--- src/rtl/utd_pkg.sv ---
// shared types and constants of the utf-8 to utf-16 decoder
package utd_pkg;

    localparam logic [15:0] REPL_UNIT    = 16'hFFFD;
    localparam logic [15:0] SURR_HI_BASE = 16'hD800;
    localparam logic [15:0] SURR_LO_BASE = 16'hDC00;
    localparam logic [20:0] SUPP_BASE    = 21'h10000;

    localparam logic [7:0] LEAD2_LO = 8'hC2;
    localparam logic [7:0] LEAD2_HI = 8'hDF;
    localparam logic [7:0] LEAD_E0  = 8'hE0;
    localparam logic [7:0] LEAD_ED  = 8'hED;
    localparam logic [7:0] LEAD3_HI = 8'hEF;
    localparam logic [7:0] LEAD_F0  = 8'hF0;
    localparam logic [7:0] LEAD_F4  = 8'hF4;
    localparam logic [7:0] CONT_A0  = 8'hA0;
    localparam logic [7:0] CONT_90  = 8'h90;
    localparam logic [7:0] CONT_8F  = 8'h8F;

    // job queue between front and back
    localparam int QDEPTH  = 4;
    localparam int QPTR_W  = $clog2(QDEPTH);
    localparam int QCNT_W  = $clog2(QDEPTH + 1);

    typedef enum logic [1:0] {
        TAIL_NONE = 2'd0,
        TAIL_BMP  = 2'd1,
        TAIL_PAIR = 2'd2
    } t_tail;

    // one decoded job: replacement units first, then the tail code point
    typedef struct packed {
        logic [1:0]  n_repl;
        t_tail       tail;
        logic [20:0] cp;
        logic        last;
    } t_job;

endpackage

--- src/rtl/utd_byte_if.sv ---
// byte stream channel: one utf-8 byte and its end-of-string flag
interface utd_byte_if;
    logic       valid;
    logic       ready;
    logic [7:0] in_byte;
    logic       in_last;

    modport source (output valid, output in_byte, output in_last, input ready);
    modport sink   (input valid, input in_byte, input in_last, output ready);
endinterface

--- src/rtl/utd_unit_if.sv ---
// code unit channel: one utf-16 code unit and its end flags
interface utd_unit_if;
    logic        valid;
    logic        ready;
    logic [15:0] code_unit;
    logic        run_end;
    logic        string_end;

    modport source (output valid, output code_unit, output run_end, output string_end,
                    input ready);
    modport sink   (input valid, input code_unit, input run_end, input string_end,
                    output ready);
endinterface

--- src/rtl/utd_front.sv ---
// front end: sequence tracking, validation and job classification per byte
module utd_front (
    input  logic          i_clk,
    input  logic          i_rst_n,
    input  logic          i_valid,
    input  logic [7:0]    i_byte,
    input  logic          i_last,
    input  logic          i_full,
    output logic          o_ready,
    output logic          o_push,
    output utd_pkg::t_job o_job
);
    import utd_pkg::*;

    logic [7:0]  r_lead, n_lead;
    logic [1:0]  r_need, n_need;
    logic [1:0]  r_held, n_held;
    logic [7:0]  r_cont0, r_cont1;

    logic        accept;
    logic        cont_ok, sec_ok, ok, handled, wr_cont;
    logic [1:0]  lead_need;
    logic [5:0]  t6;
    logic [20:0] cp_asm;
    t_job        job;

    assign o_ready = !i_full;
    assign accept  = i_valid && o_ready;

    assign cont_ok = (i_byte[7:6] == 2'b10);
    assign sec_ok  = !((r_lead == LEAD_E0 && i_byte <  CONT_A0) ||
                       (r_lead == LEAD_ED && i_byte >= CONT_A0) ||
                       (r_lead == LEAD_F0 && i_byte <  CONT_90) ||
                       (r_lead == LEAD_F4 && i_byte >  CONT_8F));
    assign ok      = cont_ok && ((r_held != 2'd0) || sec_ok);
    assign t6      = i_byte[5:0];

    always_comb begin
        if (r_lead <= LEAD2_HI) begin
            cp_asm = {10'd0, r_lead[4:0], t6};
        end else if (r_lead <= LEAD3_HI) begin
            cp_asm = {5'd0, r_lead[3:0], r_cont0[5:0], t6};
        end else begin
            cp_asm = {r_lead[2:0], r_cont0[5:0], r_cont1[5:0], t6};
        end
    end

    always_comb begin
        if (i_byte >= LEAD2_LO && i_byte <= LEAD2_HI) begin
            lead_need = 2'd1;
        end else if (i_byte >= LEAD_E0 && i_byte <= LEAD3_HI) begin
            lead_need = 2'd2;
        end else if (i_byte >= LEAD_F0 && i_byte <= LEAD_F4) begin
            lead_need = 2'd3;
        end else begin
            lead_need = 2'd0;
        end
    end

    always_comb begin
        n_lead   = r_lead;
        n_need   = r_need;
        n_held   = r_held;
        handled  = 1'b0;
        wr_cont  = 1'b0;
        job.n_repl = 2'd0;
        job.tail   = TAIL_NONE;
        job.cp     = '0;
        job.last   = i_last;

        if (r_need != 2'd0) begin
            if (ok && r_need == 2'd1) begin
                job.tail = (cp_asm[20:16] != 5'd0) ? TAIL_PAIR : TAIL_BMP;
                job.cp   = cp_asm;
                n_lead   = '0;
                n_need   = 2'd0;
                n_held   = 2'd0;
                handled  = 1'b1;
            end else if (ok && !i_last) begin
                n_held  = r_held + 2'd1;
                n_need  = r_need - 2'd1;
                wr_cont = 1'b1;
                handled = 1'b1;
            end else begin
                // replacement for the lead and every held continuation
                job.n_repl = r_held + 2'd1;
                n_lead     = '0;
                n_need     = 2'd0;
                n_held     = 2'd0;
            end
        end

        if (!handled) begin
            if (!i_byte[7]) begin
                job.tail = TAIL_BMP;
                job.cp   = {13'd0, i_byte};
            end else if (lead_need != 2'd0 && !i_last) begin
                n_lead = i_byte;
                n_need = lead_need;
                n_held = 2'd0;
            end else begin
                job.tail = TAIL_BMP;
                job.cp   = {5'd0, REPL_UNIT};
            end
        end
    end

    assign o_push = accept && ((job.n_repl != 2'd0) || (job.tail != TAIL_NONE));
    assign o_job  = job;

    always_ff @(posedge i_clk) begin
        if (!i_rst_n) begin
            r_lead <= '0;
            r_need <= 2'd0;
            r_held <= 2'd0;
        end else if (accept) begin
            r_lead <= n_lead;
            r_need <= n_need;
            r_held <= n_held;
        end
    end

    always_ff @(posedge i_clk) begin
        if (accept && wr_cont) begin
            if (r_held[0]) begin
                r_cont1 <= i_byte;
            end else begin
                r_cont0 <= i_byte;
            end
        end
    end

endmodule

--- src/rtl/utd_queue.sv ---
// short job queue between front and back
module utd_queue (
    input  logic          i_clk,
    input  logic          i_rst_n,
    input  logic          i_push,
    input  utd_pkg::t_job i_job,
    input  logic          i_pop,
    output logic          o_full,
    output logic          o_valid,
    output utd_pkg::t_job o_job
);
    import utd_pkg::*;

    t_job              r_mem [QDEPTH];
    logic [QPTR_W-1:0] r_wr, r_rd;
    logic [QCNT_W-1:0] r_count;
    logic              do_push, do_pop;

    assign o_full  = (r_count == QCNT_W'(QDEPTH));
    assign o_valid = (r_count != '0);
    assign o_job   = r_mem[r_rd];
    assign do_push = i_push && !o_full;
    assign do_pop  = i_pop && o_valid;

    always_ff @(posedge i_clk) begin
        if (!i_rst_n) begin
            r_wr    <= '0;
            r_rd    <= '0;
            r_count <= '0;
        end else begin
            if (do_push) begin
                r_wr <= (r_wr == QPTR_W'(QDEPTH - 1)) ? '0 : r_wr + QPTR_W'(1);
            end
            if (do_pop) begin
                r_rd <= (r_rd == QPTR_W'(QDEPTH - 1)) ? '0 : r_rd + QPTR_W'(1);
            end
            if (do_push && !do_pop) begin
                r_count <= r_count + QCNT_W'(1);
            end else if (do_pop && !do_push) begin
                r_count <= r_count - QCNT_W'(1);
            end
        end
    end

    always_ff @(posedge i_clk) begin
        if (do_push) begin
            r_mem[r_wr] <= i_job;
        end
    end

endmodule

--- src/rtl/utd_back.sv ---
// back end: expands one job into utf-16 code units, one per transfer
module utd_back (
    input  logic          i_clk,
    input  logic          i_rst_n,
    input  logic          i_valid,
    input  utd_pkg::t_job i_job,
    output logic          o_pop,
    input  logic          i_ready,
    output logic          o_valid,
    output logic [15:0]   o_code_unit,
    output logic          o_run_end,
    output logic          o_string_end
);
    import utd_pkg::*;

    logic        r_busy;
    t_job        r_job;
    logic [1:0]  r_rep;
    logic        r_low;

    logic        xfer, fin, load;
    logic [20:0] v;

    assign v    = r_job.cp - SUPP_BASE;
    assign fin  = ((r_rep == 2'd0) && ((r_job.tail == TAIL_BMP) ||
                                       (r_job.tail == TAIL_PAIR && r_low))) ||
                  ((r_rep == 2'd1) && (r_job.tail == TAIL_NONE));
    assign xfer = r_busy && i_ready;
    assign load = i_valid && (!r_busy || (xfer && fin));
    assign o_pop = load;

    always_comb begin
        if (r_rep != 2'd0) begin
            o_code_unit = REPL_UNIT;
        end else if (r_job.tail == TAIL_PAIR) begin
            o_code_unit = r_low ? (SURR_LO_BASE | {6'd0, r_job.cp[9:0]})
                                : (SURR_HI_BASE | {6'd0, v[19:10]});
        end else begin
            o_code_unit = r_job.cp[15:0];
        end
    end

    assign o_valid      = r_busy;
    assign o_run_end    = fin;
    assign o_string_end = fin && r_job.last;

    always_ff @(posedge i_clk) begin
        if (!i_rst_n) begin
            r_busy <= 1'b0;
            r_rep  <= 2'd0;
            r_low  <= 1'b0;
        end else if (load) begin
            r_busy <= 1'b1;
            r_rep  <= i_job.n_repl;
            r_low  <= 1'b0;
        end else if (xfer) begin
            if (fin) begin
                r_busy <= 1'b0;
            end else if (r_rep != 2'd0) begin
                r_rep <= r_rep - 2'd1;
            end else begin
                r_low <= 1'b1;
            end
        end
    end

    always_ff @(posedge i_clk) begin
        if (load) begin
            r_job <= i_job;
        end
    end

endmodule

--- src/rtl/utf8_to_utf16_decoder.sv ---
// top level of the utf-8 to utf-16 decoder
//
// Takes a utf-8 string one byte per transfer on i_in and emits utf-16 code units on
// o_out. A byte flagged in_last ends the string and flushes any pending sequence.
// Malformed or truncated input becomes U+FFFD, one per rejected lead and held
// continuation byte, and the byte that broke a sequence is decoded again as a new
// lead; code points above U+FFFF come out as a surrogate pair. run_end marks the
// final code unit caused by one input byte, string_end the final one of the string.
// Rate: the front takes one byte per cycle whenever the four-entry job queue has
// room; the back hands out one code unit per cycle while o_out is ready, and one
// byte yields 0 to 4 units, 2 for a surrogate pair. Sustained throughput is one
// byte per cycle for text whose bytes yield at most one unit each on average while
// o_out stays ready; longer bursts fill the job queue and stall i_in. A byte's
// first unit goes out once its job is written to the queue and loaded by the back.
module utf8_to_utf16_decoder (
    input  logic       i_clk,
    input  logic       i_rst_n,
    utd_byte_if.sink   i_in,
    utd_unit_if.source o_out
);
    import utd_pkg::*;

    // front to queue
    logic push, full;
    t_job push_job;

    // queue to back
    logic pop, head_valid;
    t_job head_job;

    // byte validation and classification, keeps the pending sequence state
    utd_front u_front (
        .i_clk   (i_clk),
        .i_rst_n (i_rst_n),
        .i_valid (i_in.valid),
        .i_byte  (i_in.in_byte),
        .i_last  (i_in.in_last),
        .i_full  (full),
        .o_ready (i_in.ready),
        .o_push  (push),
        .o_job   (push_job)
    );

    // decouples byte intake from code unit output
    utd_queue u_queue (
        .i_clk   (i_clk),
        .i_rst_n (i_rst_n),
        .i_push  (push),
        .i_job   (push_job),
        .i_pop   (pop),
        .o_full  (full),
        .o_valid (head_valid),
        .o_job   (head_job)
    );

    // expands each job into its code units
    utd_back u_back (
        .i_clk        (i_clk),
        .i_rst_n      (i_rst_n),
        .i_valid      (head_valid),
        .i_job        (head_job),
        .o_pop        (pop),
        .i_ready      (o_out.ready),
        .o_valid      (o_out.valid),
        .o_code_unit  (o_out.code_unit),
        .o_run_end    (o_out.run_end),
        .o_string_end (o_out.string_end)
    );

endmodule

--- src/flat_wrapper.sv ---
// flat-port wrapper written by rule: the top's interface ports become plain ports
module utf8_to_utf16_decoder_flat import utd_pkg::*;
  (i_clk, i_rst_n, i_in_valid, i_in_in_byte, i_in_in_last, i_in_ready, o_out_valid, o_out_code_unit, o_out_run_end, o_out_string_end, o_out_ready);
  utd_byte_if i_in_i ();
  utd_unit_if o_out_i ();
  input  logic i_clk;
  input  logic i_rst_n;
  input wire logic [$bits(i_in_i.valid)-1:0] i_in_valid;
  input wire logic [$bits(i_in_i.in_byte)-1:0] i_in_in_byte;
  input wire logic [$bits(i_in_i.in_last)-1:0] i_in_in_last;
  output wire logic [$bits(i_in_i.ready)-1:0] i_in_ready;
  output wire logic [$bits(o_out_i.valid)-1:0] o_out_valid;
  output wire logic [$bits(o_out_i.code_unit)-1:0] o_out_code_unit;
  output wire logic [$bits(o_out_i.run_end)-1:0] o_out_run_end;
  output wire logic [$bits(o_out_i.string_end)-1:0] o_out_string_end;
  input wire logic [$bits(o_out_i.ready)-1:0] o_out_ready;
  assign i_in_i.valid = i_in_valid;
  assign i_in_i.in_byte = i_in_in_byte;
  assign i_in_i.in_last = i_in_in_last;
  assign i_in_ready = i_in_i.ready;
  assign o_out_valid = o_out_i.valid;
  assign o_out_code_unit = o_out_i.code_unit;
  assign o_out_run_end = o_out_i.run_end;
  assign o_out_string_end = o_out_i.string_end;
  assign o_out_i.ready = o_out_ready;
  utf8_to_utf16_decoder u_core (.i_clk(i_clk), .i_rst_n(i_rst_n), .i_in(i_in_i), .o_out(o_out_i));
endmodule
--- config.mk ---
export PLATFORM = sky130hd
export DESIGN_NAME = utf8_to_utf16_decoder_flat
export DESIGN_NICKNAME = d
export VERILOG_FILES = /design/src/rtl/utd_pkg.sv /design/src/rtl/utd_byte_if.sv /design/src/rtl/utd_unit_if.sv /design/src/rtl/utd_front.sv /design/src/rtl/utd_queue.sv /design/src/rtl/utd_back.sv /design/src/rtl/utf8_to_utf16_decoder.sv /design/src/flat_wrapper.sv
export SDC_FILE = /design/constraint.sdc
export NUM_CORES = 1
export LEC_CHECK = 0
export BUFFER_PORTS_ARGS = -buffer_cell sky130_fd_sc_hd__buf_2
export CAP_MARGIN = 20
export CORE_MARGIN = 2
export CORE_UTILIZATION = 55
export DETAILED_ROUTE_END_ITERATION = 8
export PLACE_DENSITY = 0.73
export SYNTH_ARGS = -nofsm -noshare
export SYNTH_HDL_FRONTEND = slang
export SYNTH_SLANG_ARGS = --single-unit
--- constraint.sdc ---
create_clock -name i_clk -period 3.23 [get_ports i_clk]
set_input_delay 0 -clock i_clk [delete_from_list [all_inputs] [get_ports i_clk]]
set_output_delay 0 -clock i_clk [all_outputs]
set_load 0.005 [all_outputs]
# Yosys cells after proc, flatten, opt, wreduce, memory -nomap -nowiden
# Memory sizes are Yosys's and may differ from the RTL's. A register that Yosys moved wholly into a read port is not among the register bits.
# Index checks and enable logic that the tools add are counted.
[totals]
ff_bits = 58
ram_bits = 104
out_inout_bits = 20
wordCells = 165
memories = 1
[classes]
add_sub_neg = 8
order_cmp = 12
n_eq_ne = 13
mux = 54
n_bitwise = 4
n_reduce_logical = 59
[mem_list]
columns = ["memory", "words", "word_bits", "rd", "rd_ports_with_merged_regs", "write_ports", "line", "text"]
rows = [
  ["u_core.u_queue.r_mem", 4, 26, 1, 1, 1, "utd_queue.sv:14", "t_job r_mem [QDEPTH];"],
]
[op_table]
columns = ["operator", "n"]
rows = [
  ["23-bit two-way mux", 4],
  ["2-bit two-way mux", 26],
  ["8-bit two-way mux", 6],
  ["21-bit two-way mux", 2],
  ["8-bit <= comparator (second input constant)", 5],
  ["8-bit equality test (second input constant)", 4],
  ["8-bit greater-or-equal comparator (second input constant)", 4],
  ["16-bit two-way mux", 2],
  ["1-bit logical AND", 25],
  ["25-bit two-way mux", 1],
  ["2-bit nonzero test", 10],
  ["20-bit by 17-bit subtractor with 20-bit output (second input constant)", 1],
  ["8-bit < comparator (second input constant)", 2],
  ["11-bit two-way mux", 1],
  ["1-bit two-way mux", 10],
  ["2-bit equality test (second input constant)", 4],
  ["8-bit greater-than comparator (second input constant)", 1],
  ["1-bit logical OR", 8],
  ["2-bit by 1-bit adder with 2-bit output (second input constant)", 3],
  ["2-bit by 1-bit equality test with 1-bit output (second input constant)", 3],
  ["1-bit zero test", 6],
  ["3-bit two-way mux", 2],
  ["2-bit AND reduction", 3],
  ["3-bit AND reduction", 2],
  ["other kinds (10)", 15],
]

# Depth between registers and ports, before layout
# Gate-level depths: netlist (run 1).
[logic_depth]
depth_word = 23
mapped_depth = 14
depth_no_buf = 14

# Modules after synthesis
# From an unflattened synthesis (run 1), not the netlist that was laid out.
[hier_totals]
hier_cells = 471
area_unflattened_um2 = 7239.4
[by_module_without_submodules]
columns = ["mod", "n_inst", "cells_per_inst", "area_each_um2", "seq_area_each_um2"]
rows = [
  ["utd_queue", 1, 187, 4279.1, 3303.2],
  ["utd_front", 1, 176, 1710.4, 600.6],
  ["utd_back", 1, 108, 1249.9, 770.7],
]

# Worst setup path after synthesis (run 1)
# OpenSTA, ideal clock, no wires.
[synth_timing]
kind = "flip-flop to flip-flop"
startpoint = "register u_core.u_back.r_rep[0]"
endpoint = "register u_core.u_queue.r_count[2]"
arrival_time_ns = 3.607
path_slack_ns = -0.453
stages_incl_launch_ff = 15
n_path_buf = 1
period_less_slack_ns = 3.683
path_cell_list = "dfxtp_1 inv_1 ha_1 clkbuf_1 mux2i_1 o22ai_1 a21boi_0 nor2_1 inv_1 ha_1 inv_1 fa_1 xor2_1 or3_1 a21boi_0"
[synth_between]
elab_chain_cells = 10
word_cells_on_any_way = 14
[synth_lines]
columns = ["element", "line", "text"]
rows = [
  ["start, declared", "utd_back.sv:18", "logic [1:0] r_rep;"],
  ["start signal, assigned", "utd_back.sv:54", "r_rep <= i_job.n_repl;"],
  ["start signal, assigned", "utd_back.sv:60", "r_rep <= r_rep - 2'd1;"],
  ["2-bit by 1-bit equality test with 1-bit output / 2-bit zero test (equally long branches)", "utd_back.sv:27, utd_back.sv:25", ""],
  ["1-bit logical AND, on equally long branches", "utd_back.sv:27, utd_back.sv:25", ""],
  ["1-bit logical OR (*)", "utd_back.sv:26", "(r_job.tail == TAIL_PAIR && r_low))) ||"],
  ["via o_out_run_end", "flat_wrapper.sv:14", "output wire logic [$bits(o_out_i.run_end)-1:0] o_out_run_end;"],
  ["1-bit logical AND (*)", "utd_back.sv:29", "assign load = i_valid && (!r_busy || (xfer && fin));"],
  ["1-bit logical OR (*)", "utd_back.sv:29", ""],
  ["1-bit logical AND (*)", "utd_back.sv:29", ""],
  ["via u_core.pop", "utf8_to_utf16_decoder.sv:28", "logic pop, head_valid;"],
  ["1-bit logical AND (*)", "utd_queue.sv:23", "assign do_pop = i_pop && o_valid;"],
  ["1-bit zero test", "utd_queue.sv:37", "if (do_push && !do_pop) begin"],
  ["1-bit logical AND", "utd_queue.sv:37", ""],
  ["3-bit two-way mux / 2-bit nonzero test (equally long branches)", "--", ""],
  ["end signal, assigned", "utd_queue.sv:38", "r_count <= r_count + QCNT_W'(1);"],
  ["end signal, assigned", "utd_queue.sv:40", "r_count <= r_count - QCNT_W'(1);"],
  ["end, declared", "utd_queue.sv:16", "logic [QCNT_W-1:0] r_count;"],
]
# The timed path passes the listed nets; every way through them passes the cells marked *.
# A chain may end at the register's enable or synchronous reset.

# Worst setup path in the final report (run 1)
[layout_timing]
startpoint = "register u_core.u_front.r_held[0]"
endpoint = "register u_core.u_queue.r_count[2]"
[layout_between]
elab_chain_cells = 16
word_cells_on_any_way = 26
[layout_lines]
columns = ["element", "line", "text"]
rows = [
  ["start, declared", "utd_front.sv:17", "logic [1:0] r_held, n_held;"],
  ["start signal, assigned", "utd_front.sv:119", "r_held <= n_held;"],
  ["2-bit nonzero test", "utd_front.sv:35", "assign ok = cont_ok && ((r_held != 2'd0) || sec_ok);"],
  ["1-bit logical OR", "utd_front.sv:35", ""],
  ["1-bit logical AND", "utd_front.sv:35", ""],
  ["1-bit logical AND", "utd_front.sv:72", "if (ok && r_need == 2'd1) begin"],
  ["23-bit two-way mux", "utd_front.sv:72", ""],
  ["25-bit two-way mux", "utd_front.sv:71", "if (r_need != 2'd0) begin"],
  ["23-bit two-way mux", "utd_front.sv:97", "end else if (lead_need != 2'd0 && !i_last) begin"],
  ["23-bit two-way mux", "utd_front.sv:94", "if (!i_byte[7]) begin"],
  ["23-bit two-way mux", "utd_front.sv:93", "if (!handled) begin"],
  ["2-bit nonzero test", "utd_front.sv:108", "assign o_push = accept && ((job.n_repl != 2'd0) || (job.tail != TAIL_NONE));"],
  ["1-bit logical OR (*)", "utd_front.sv:108", ""],
  ["1-bit logical AND (*)", "utd_front.sv:108", ""],
  ["1-bit logical AND (*)", "utd_queue.sv:22", "assign do_push = i_push && !o_full;"],
  ["via u_core.u_queue.do_push", "utd_queue.sv:17", "logic do_push, do_pop;"],
  ["1-bit zero test", "utd_queue.sv:39", "end else if (do_pop && !do_push) begin"],
  ["1-bit logical AND", "utd_queue.sv:39", ""],
  ["2-bit nonzero test (no line)", "--", ""],
]
# Marks and branches as above.

==> results.ini, run 1 <==
[floorplanning]
fp.coreArea_um2 = 12100
dieWidth_um = 116
pin_count = 33
num_rows = 40
die_y_um = 116
die-area_um2 = 13400
start_util_pct = 56.7

[final_layout]
layout.cells.non_filler = 696
drive_gt1_share_pct = 21.6
diodes = 0
area_growth_pct = 15.2
fin_nets = 544
fill_cells = 864

[critical_path]
cp_common_cell = inv_1
crit_type = reg -> reg
critical_path_arrival_ns = 3.38
crit_start = u_core.u_front.r_held[0]$_SDFFE_PN0P_
critPathCaptureType = register
cp_max_fo = 5
r2r_slack_ns = 0.19
worstPathRequired_ns = 3.57
r2r_start = u_core.u_front.r_held[0]$_SDFFE_PN0P_
r2r-end = u_core.u_queue.r_count[2]$_SDFFE_PN0P_
cp-start-kind = register
slowest_delay_ns = 0.43
worst_path_max_delay_cell = fa_1
worstPathCellList = inv_1 > ha_1 > nand2b_1 > a2111oi_4 > o21ai_2 > a311oi_2 > a221oi_4 > inv_1 > ha_1 > inv_1 > fa_1 > xor2_1 > or3_1 > a21boi_0
reg2reg_depth = 14

[global_routing]
grtUsageTotal_pct = 21.1
grt_pass1_wl_um = 20700
grt_antenna_before_repair = 0
grt_max_degree = 31
grt_pass1_vias = 4002
overflow = 0

[clock_network]
cts_tree = yes
cts_resized = 0
cts_max_path_buffers = 2
htree_levels = 4
cts_sinks = 160
clk_latency_ns = 0.42
cts-buffers-inserted = 17
ctsRootBufferMaster = clkbuf_16
path_clk_slew_ns = 0.06

[synthesis]
syn_avg_cell_area_um2 = 14.7
synth_fp_nets = 493
ys.flop_type = edfxtp_1
syn-cell-area_um2 = 6870
yosys.area.top_type = edfxtp_1
yosys.cell_count.top_type = edfxtp_1
ys_seq_area_share_pct = 66.3
synth_edf_count = 135
synth_area_leaders = edfxtp_1 (59%), mux4_2 (8.2%), dfxtp_1 (7.3%)
synth-seq-cells = 160
synth_warnings = 0
synth_commonest_cells = edfxtp_1 (135), nand2_1 (33), dfxtp_1 (25), mux4_2 (25), nor2_1 (25)
yosys.area.top_type_share_pct = 59.0
yosysUniqueCellTypes = 52
postSynth.asyncResetShare_pct = 0
postSynthCellCount = 467

[detailed_routing]
routed_wl_um = 13000
drc = 0
via_per_inst = 5.81
wire_per_inst_um = 18.7
num_vias = 4044
dr.pass1.iters = 5
drt_iter0_drc = 377
postRouteAntennaNets = 0

[timing]
finalHoldViolCount = 0
fmax_mhz = 329
fin_crit_ns = 3.04
tightest_slew_ns = 0.643
skew_ns = 0.0121
tns_ns = 0
setup_viol = 0
maxSlewViolCount = 0
finalCritPeriodShare_pct = 94.2
relSlewSlack_pct = 56.0
rsz0062_at_grt = no

[hold_path]
hp-class = in -> reg
hold_path_end = u_core.u_back.r_low$_SDFFE_PP0P_
min_path_cells = 4
hold_start = o_out_ready

[pwr]
ir_drop_uv = 326
power_mw = 6.43
powerDensity_nw_per_um2 = 813
power.leakage_nw = 2.73

[status]
outcome = finished clean

[placed_design]
port_buffers = 32
hpwl_um = 8680
gp_congestion = 0.838
dp_cells = 660

[flow_run]
cap_violations = 0

[worst max-delay path by stage]
stage / end / slack (ns)
global placement: u_core.u_queue.r_count[2]$_SDFFE_PN0P_ / 0.30
global route: u_core.u_queue.r_count[2]$_SDFFE_PN0P_ / 0.0003
detailed placement: u_core.u_queue.r_count[2]$_SDFFE_PN0P_ / 0.21
floorplan: u_core.u_queue.r_mem[0][0]$_DFFE_PP_ / 0.02
finish: u_core.u_queue.r_count[2]$_SDFFE_PN0P_ / 0.19
CTS: u_core.u_queue.r_count[2]$_SDFFE_PN0P_ / 0.19
[cell type report]
class,instances,area [µm²],share of cell area [%]
clock buffers,19,433,5.47
clock inverters,10,145,1.83
inverters,20,75.1,0.948
multi-input cells,266,2160,27.3
flip-flops and latches,160,4550,57.5
well taps,168,210,2.66
repair buffers,53,335,4.24
[cells by family after synthesis]
family / Yosys count / share of synthesized area, %
DFF: 160 / 66.3
buffers and inverters: 41 / 2.39
muxes: 39 / 10.2
adders and majority gates: 13 / 2.48
AOI/OAI and AO/OA: 84 / 8.75
xor gates and xnor gates: 4 / 0.510
and+or+nand+nor: 126 / 9.33
[power breakdown]
group | switching [mW] | internal [mW]
clock | 0.716 | 1.26
sequential | 0.169 | 2.68
combinational | 0.848 | 0.752
[layout by cell type, fill, tap and decap left out, types with 6 or more instances in the layout]
cell	count
a21boi_0	10
a21oi_1	10
and2_1	7
buf_2	32
buf_4	14
clkbuf_16	17
dfxtp_1	25
dlygate4sd3_1	7
edfxtp_1	135
ha_1	12
inv_1	20
mux2i_1	14
mux4_2	25
nand2_1	33
nand3_1	15
nor2_1	24
nor2b_1	7
o21ai_0	24
or2_2	6
[flip-flops by register name, indices dropped and copies added, names as in the netlist, 3 cells and up, named ones only]
register	count
u_core.u_front.r_lead	8
u_core.u_queue.r_mem	100
u_core.u_front.r_cont1	6
u_core.u_front.r_cont0	6
u_core.u_back.r_job	23
u_core.u_queue.r_count	3
[repair_timing]
action,CTS,global route
endpoints found under the setup margin,0,0
hold endpoints to repair,17,0
setup buffers,0,0
hold buffers,7,0
[stage by stage]
stage	hold slack, ns	utilization (%)	worst slack (ns)	instance area, µm²
3_3_place_gp	0.250	60.0	0.302	7270
2_1_floorplan	0.0989	-	0.0172	6870
6_report	0.0133	65.4	0.188	7920
4_1_cts	0.00251	65.4	0.193	7920
5_1_grt	0.0546	65.4	0.000279	7920
3_5_place_dp	0.258	60.0	0.210	7270
[layer usage]
| layer | GRT usage, % | wire, µm | vias up |
|---|---|---|---|
| met1 | 28.2 | 5770 | 1989 |
| met3 | 5.28 | 775 | 11 |
| met2 | 34.7 | 6290 | 153 |
| met5 | 0 | 0 | - |
| li1 | - | - | 1891 |
| met4 | 6.51 | 154 | 0 |
[worst max-delay path: cells and delay by family, from the launching register on]
| family | cells | cell delay [ns] |
|---|---|---|
| simple gates | 2 | 0.41 |
| compound gates | 5 | 1.04 |
| buf+inv | 3 | 0.26 |
| flops | 1 | 0.31 |
| xor+xnor | 1 | 0.17 |
| fa+ha+maj | 3 | 0.77 |
(Power assumes the default switching activity.)
==> run 2, diff against run 1 <==
Settings changed: ABC_AREA set to 1.
==> results.ini, run 2 <==
[critical_path]
crit_type = reg -> reg
path_buf_inv = 3
worstPathRequired_ns = 3.53
cp_max_fo = 6
r2r_start = u_core.u_front.r_held[0]$_SDFFE_PN0P_
cp_top_family = simple AND/OR/NAND/NOR gates
r2r_slack_ns = 0.37
worst-path-stages = 20
slowest_delay_ns = 0.43
critPathCaptureType = register
reg2reg_depth = 20
cp-start-kind = register
worstPathCellList = inv_1 > ha_1 > inv_1 > nor2_1 > nand2_2 > nor2_2 > nand3_2 > nand3_2 > nor2_4 > nand2_2 > nand2_2 > nor2_2 > nor2_4 > ha_1 > inv_1 > fa_1 > a21oi_1 > o21ai_0 > o21ai_1 > a21oi_1
worst_path_max_delay_cell = fa_1
critical_path_arrival_ns = 3.16
r2r-end = u_core.u_queue.r_count[2]$_SDFFE_PN0P_

[clock_network]
ctsRootBufferMaster = clkbuf_16
clk_latency_ns = 0.42
cts_tree = yes
cts_sinks = 160
path_clk_slew_ns = 0.06
htree_levels = 4
cts_max_path_buffers = 2
postCtsSetupRepairBufs = 0
cts-buffers-inserted = 17

[hold_path]
min_path_cells = 4
hp-class = in -> reg
hold_path_end = u_core.u_back.o_valid$_SDFFE_PN0P_
hold_start = o_out_ready

[detailed_routing]
dr.pass1.iters = 5
routed_wl_um = 14000
drt_iter0_drc = 378
postRouteAntennaNets = 0
wire_per_inst_um = 16.2
num_vias = 4804
via_per_inst = 5.53
drc = 0

[timing]
relSlewSlack_pct = 58.9
skew_ns = 0.0114
finalHoldViolCount = 0
layout_setup_ws_ns = 0.369
finalCritPeriodShare_pct = 88.6
rsz0062_at_grt = no
setup_viol = 0
fmax_mhz = 350
maxSlewViolCount = 0
tightest_slew_ns = 0.615
tns_ns = 0
fin_crit_ns = 2.86

[final_layout]
top_register = u_core.u_queue.r_mem
layout_commonest_cell = edfxtp_1
area_growth_pct = 14.8
diodes = 0
largest_register_ffs = 100
drive_gt1_share_pct = 15.6
reg.largest.list = u_core.u_queue.r_mem: 100 flops, u_core.u_back.r_job: 23 flops, u_core.u_front.r_lead: 8 flops
final_cell_mix = edfxtp_1 (135), o21ai_0 (86), nor2_1 (79)
fin_nets = 713

[floorplanning]
die_y_um = 116
pin_count = 33
dieWidth_um = 116
start_util_pct = 56.9
fp.coreArea_um2 = 12100
num_rows = 40
die-area_um2 = 13400

[synthesis]
postSynthCellCount = 639
synth_fp_nets = 665
synth_area_leaders = edfxtp_1 (59%), dfxtp_1 (7.3%), o21ai_0 (6.3%)
yosysUniqueCellTypes = 32
syn_avg_cell_area_um2 = 10.8
syn-cell-area_um2 = 6890
yosys.area.top_type_share_pct = 58.8
yosys.cell_count.top_type = edfxtp_1
ys.flop_type = edfxtp_1
synth_edf_count = 135
yosys.area.top_type = edfxtp_1
synth_warnings = 0
synth_commonest_cells = edfxtp_1 (135), o21ai_0 (87), nor2_1 (83)
ys_seq_area_share_pct = 66.1
synth-seq-cells = 160
postSynth.asyncResetShare_pct = 0

[global_routing]
grt_antenna_before_repair = 0
grtUsageTotal_pct = 22.6
grt_max_degree = 51
overflow = 0
grt_pass1_vias = 4670
grt_pass1_wl_um = 22600

[placed_design]
hpwl_um = 9320
gp_congestion = 0.915
dp_slack_ns = 0.324
port_buffers = 32

[pwr]
clockPowerShare_pct = 29.0
ir_drop_uv = 622
comb_power_share_pct = 27.5
p_seq_share_pct = 43.5
switching_power_mw = 2.13
powerDensity_nw_per_um2 = 819
power_mw = 6.48
power.leakage_nw = 2.96
power_switching_share_pct = 32.8
p_int_mw = 4.36

[status]
outcome = finished clean

[flow_run]
cap_violations = 0

## run 2: changes by cell type after synthesis, moves of 11 or more
cell | before | now
nand2_1 | 33 | 77
a21oi_1 | 10 | 31
mux4_2 | 25 | 0
nor2b_1 | 11 | 0
mux2i_1 | 14 | 1
nor2_1 | 25 | 83
o21ai_0 | 24 | 87
o22ai_1 | 4 | 27
inv_1 | 20 | 59
## run 2: stage by stage
stage | util (%) | instance area (µm²) | std cells | hold slack, ns
after global routing | 65.3 | 7910 | 868 | 0.0482
after detailed placement | 60.0 | 7260 | 828 | 0.249
after floorplan | - | 6890 | 639 | 0.0989
final | 65.3 | 7910 | 868 | 0.0252
after CTS | 65.3 | 7910 | 868 | 0.0217
after global placement | 60.0 | 7260 | 828 | 0.252
## run 2: worst max-delay path by stage
stage          slack (ns)                                  start                                endpoint
4_1_cts              0.30  u_core.u_front.r_need[0]$_SDFFE_PN0P_  u_core.u_queue.r_count[2]$_SDFFE_PN0P_
3_3_place_gp         0.48  u_core.u_front.r_held[0]$_SDFFE_PN0P_  u_core.u_queue.r_count[2]$_SDFFE_PN0P_
6_report             0.37  u_core.u_front.r_held[0]$_SDFFE_PN0P_  u_core.u_queue.r_count[2]$_SDFFE_PN0P_
2_1_floorplan        0.25  u_core.u_front.r_held[0]$_SDFFE_PN0P_    u_core.u_queue.r_mem[0][0]$_DFFE_PP_
3_5_place_dp         0.32  u_core.u_front.r_need[0]$_SDFFE_PN0P_  u_core.u_queue.r_count[2]$_SDFFE_PN0P_
5_1_grt              0.03  u_core.u_front.r_held[0]$_SDFFE_PN0P_  u_core.u_queue.r_count[2]$_SDFFE_PN0P_
## run 2: routing by layer
layer | global-route usage, % | up-vias | part of all wire (%)
li1 | - | 2333 | -
met1 | 28.5 | 2292 | 42
met2 | 38.5 | 158 | 50
met3 | 4.71 | 21 | 6.2
met4 | 8.81 | 0 | 1.7
met5 | 0 | - | 0
## run 2: what timing repair did
| item | in CTS | in global routing |
|---|---|---|
| hold buffers | 8 | 0 |
| gates resized for setup | 0 | 3 |
| endpoints found under the hold margin | 36 | 0 |
| endpoints found under the setup margin | 0 | 1 |
## run 2: cells by family after synthesis
family	Yosys count	synth area share [%]
and+or+nand+nor	214	13.6
adders and majority gates	13	2.47
DFF	160	66.1
buffers and inverters	88	4.83
muxes	1	0.145
AOI/OAI and AO/OA	161	12.6
xor gates and xnor gates	2	0.254
## run 2: area by class of cell
| cell class | instances | area (µm²) |
|---|---|---|
| flip-flops and latches | 160 | 4550 |
| fillers | 945 | 4200 |
| multi-input cells | 391 | 2020 |
| clock buffers | 17 | 425 |
| repair buffers | 49 | 308 |
| inverters | 68 | 255 |
| well taps | 168 | 210 |
| clock inverters | 15 | 138 |
## run 2: power by group through the flow
stage | clock network [mW] | registers [mW] | logic, mW
after floorplan | 0 | 2.84 | 1.17
final | 1.88 | 2.82 | 1.78
after detailed placement | 0 | 2.87 | 1.77
after global placement | 0 | 2.85 | 1.70
after CTS | 1.90 | 2.82 | 1.79
after global routing | 1.98 | 2.85 | 2.03
## run 2: worst min-delay path, cell delays in order
cell and delay (ns):
buf_2 0.10, nand2_1 0.11, o21ai_2 0.09, a21oi_1 0.11
==> run 3, diff against run 2 <==
Settings changed: CELL_PAD_IN_SITES_DETAIL_PLACEMENT set to 1, CELL_PAD_IN_SITES_GLOBAL_PLACEMENT set to 1, CORE_UTILIZATION 55 to 44.
==> results.ini, run 3 (synthesized netlist as in run 2, its figures left out) <==
[critical_path]
worst_path_max_delay_cell = fa_1
worstPathRequired_ns = 3.53
cp-start-kind = register
r2r-end = u_core.u_queue.r_count[2]$_SDFFE_PN0P_
critPathCaptureType = register
cp_max_fo = 5
r2r_slack_ns = 0.21
cp_common_cell = inv_1
r2r_start = u_core.u_front.r_held[0]$_SDFFE_PN0P_
slowest_delay_ns = 0.44
worstPathCellList = inv_1 > ha_1 > inv_1 > nor2_1 > nand2_2 > nor2_2 > nand3_2 > o211ai_1 > o21ai_1 > nand2_2 > nor2_2 > nor2_4 > ha_1 > inv_1 > fa_1 > a21oi_1 > o21ai_0 > o21ai_1 > a21oi_1
reg2reg_depth = 19
critical_path_arrival_ns = 3.32
crit_type = reg -> reg

[floorplanning]
die-area_um2 = 16700
start_util_pct = 45.2
num_rows = 45
dieWidth_um = 129
die_y_um = 129
fp.coreArea_um2 = 15300
pin_count = 33

[timing]
maxSlewViolCount = 0
finalCritPeriodShare_pct = 93.5
setup_viol = 0
tightest_slew_ns = 0.700
fmax_mhz = 331
skew_ns = 0.0112
fin_crit_ns = 3.02
relSlewSlack_pct = 52.8
finalHoldViolCount = 0

[clock_network]
cts_tree = yes
ctsRootBufferMaster = clkbuf_16
clk_latency_ns = 0.43
cts-buffers-inserted = 17
cts_max_path_buffers = 2
htree_levels = 4
cts_sinks = 160
path_clk_slew_ns = 0.06

[pwr]
power.leakage_nw = 3.00
ir_drop_uv = 343
powerDensity_nw_per_um2 = 856
power_mw = 6.89

[global_routing]
overflow = 0
grtUsageTotal_pct = 21.8
grt_pass1_vias = 5073
grt_antenna_before_repair = 0
grt_max_degree = 51
grt_pass1_wl_um = 27000

[final_layout]
area_growth_pct = 16.9
top_register = u_core.u_queue.r_mem
layout.cells.non_filler = 912
fin_util_pct = 52.8
largest_register_ffs = 100
final_cell_mix = edfxtp_1 (135), o21ai_0 (85), nor2_1 (79)
fill_cells = 1625
fin_nets = 714
drive_gt1_share_pct = 15.4
layout_commonest_cell = edfxtp_1
reg.largest.list = u_core.u_queue.r_mem: 100 flops, u_core.u_back.r_job: 23 flops, u_core.u_front.r_lead: 8 flops

[placed_design]
dp_cells = 871
port_buffers = 32
gp_congestion = 0.845
hpwl_um = 11100

[detailed_routing]
wire_per_inst_um = 18.7
num_vias = 4886
dr_wl_met3_um = 478
drt-met1-wl_um = 7460
postRouteAntennaNets = 0
routed_wl_um = 17000
route.met2.wl_um = 8870
drt_iter0_drc = 319
top_layer_used = met4
drc = 0
via_per_inst = 5.36
dr.pass1.iters = 5

[hold_path]
hp-class = in -> reg
hold_path_end = u_core.u_back.o_valid$_SDFFE_PN0P_
min_path_cells = 4
hold_start = o_out_ready

[status]
outcome = finished clean

[flow_run]
cap_violations = 0

-- run 3: cell types whose count changed in the layout (fill, tap and decap cells not counted), moves of 2 or more --
cell,delta
bufinv_16,+4
clkinv_2,-2
clkinvlp_4,-2
inv_8,-2
-- run 3: worst max-delay path by stage --
stage                                                  end  slack, ns                             startpoint
finish              u_core.u_queue.r_count[2]$_SDFFE_PN0P_       0.21  u_core.u_front.r_held[0]$_SDFFE_PN0P_
global route        u_core.u_queue.r_count[2]$_SDFFE_PN0P_      -0.02  u_core.u_front.r_held[0]$_SDFFE_PN0P_
CTS                 u_core.u_queue.r_count[2]$_SDFFE_PN0P_       0.17  u_core.u_front.r_need[0]$_SDFFE_PN0P_
detailed placement  u_core.u_queue.r_count[2]$_SDFFE_PN0P_       0.31  u_core.u_front.r_need[0]$_SDFFE_PN0P_
global placement    u_core.u_queue.r_count[2]$_SDFFE_PN0P_       0.45  u_core.u_front.r_held[0]$_SDFFE_PN0P_
floorplan             u_core.u_queue.r_mem[0][0]$_DFFE_PP_       0.25  u_core.u_front.r_held[0]$_SDFFE_PN0P_
-- run 3: worst max-delay path: cells and delay by family, from the launching register on --
family / cells / cell delay (ns)
compound gates: 6 / 0.87
fa+ha+maj: 3 / 0.76
buf+inv: 3 / 0.23
flops: 1 / 0.35
simple gates: 7 / 0.68
-- run 3: what timing repair did --
action / 4_1_cts / 5_1_grt
endpoints found under the setup margin: 0 / 1
endpoints found under the hold margin: 35 / 0
setup buffers: 0 / 1
resized for setup: 0 / 4
hold buffers: 8 / 0
-- run 3: power breakdown --
part           internal, mW  switching, mW  leakage, nW
logic                 0.603           1.27         1.23
clock network          1.37          0.813        0.308
registers              2.69          0.145         1.46
-- run 3: final cells by class --
cell class,count,area [µm²],area share (%)
Antenna cell,1,2.50,0.0311
Timing Repair Buffer,50,315,3.91
Inverter,68,255,3.17
Sequential cell,160,4550,56.5
Clock inverter,13,210,2.61
Tap cell,211,264,3.28
Multi-Input combinational cell,391,2020,25.1
Clock buffer,18,429,5.33
-- run 3: per-layer routing --
layer  up-vias  GRT usage (%)
li1       2340              -
met1      2434           27.3
met2        92           38.4
met3        20           3.80
met4         0           7.61
met5         -              0
-- run 3: metrics by stage --
| stage | TNS [ns] | cell area, µm² | setup slack, ns | hold WS, ns |
|---|---|---|---|---|
| after floorplan | 0 | 6890 | 0.247 | 0.0989 |
| after global placement | 0 | 7320 | 0.449 | 0.240 |
| after detailed placement | 0 | 7320 | 0.310 | 0.254 |
| after CTS | 0 | 8040 | 0.166 | 0.0344 |
| after global routing | -0.0205 | 8050 | -0.0205 | 0.0733 |
| final | 0 | 8050 | 0.210 | 0.0320 |
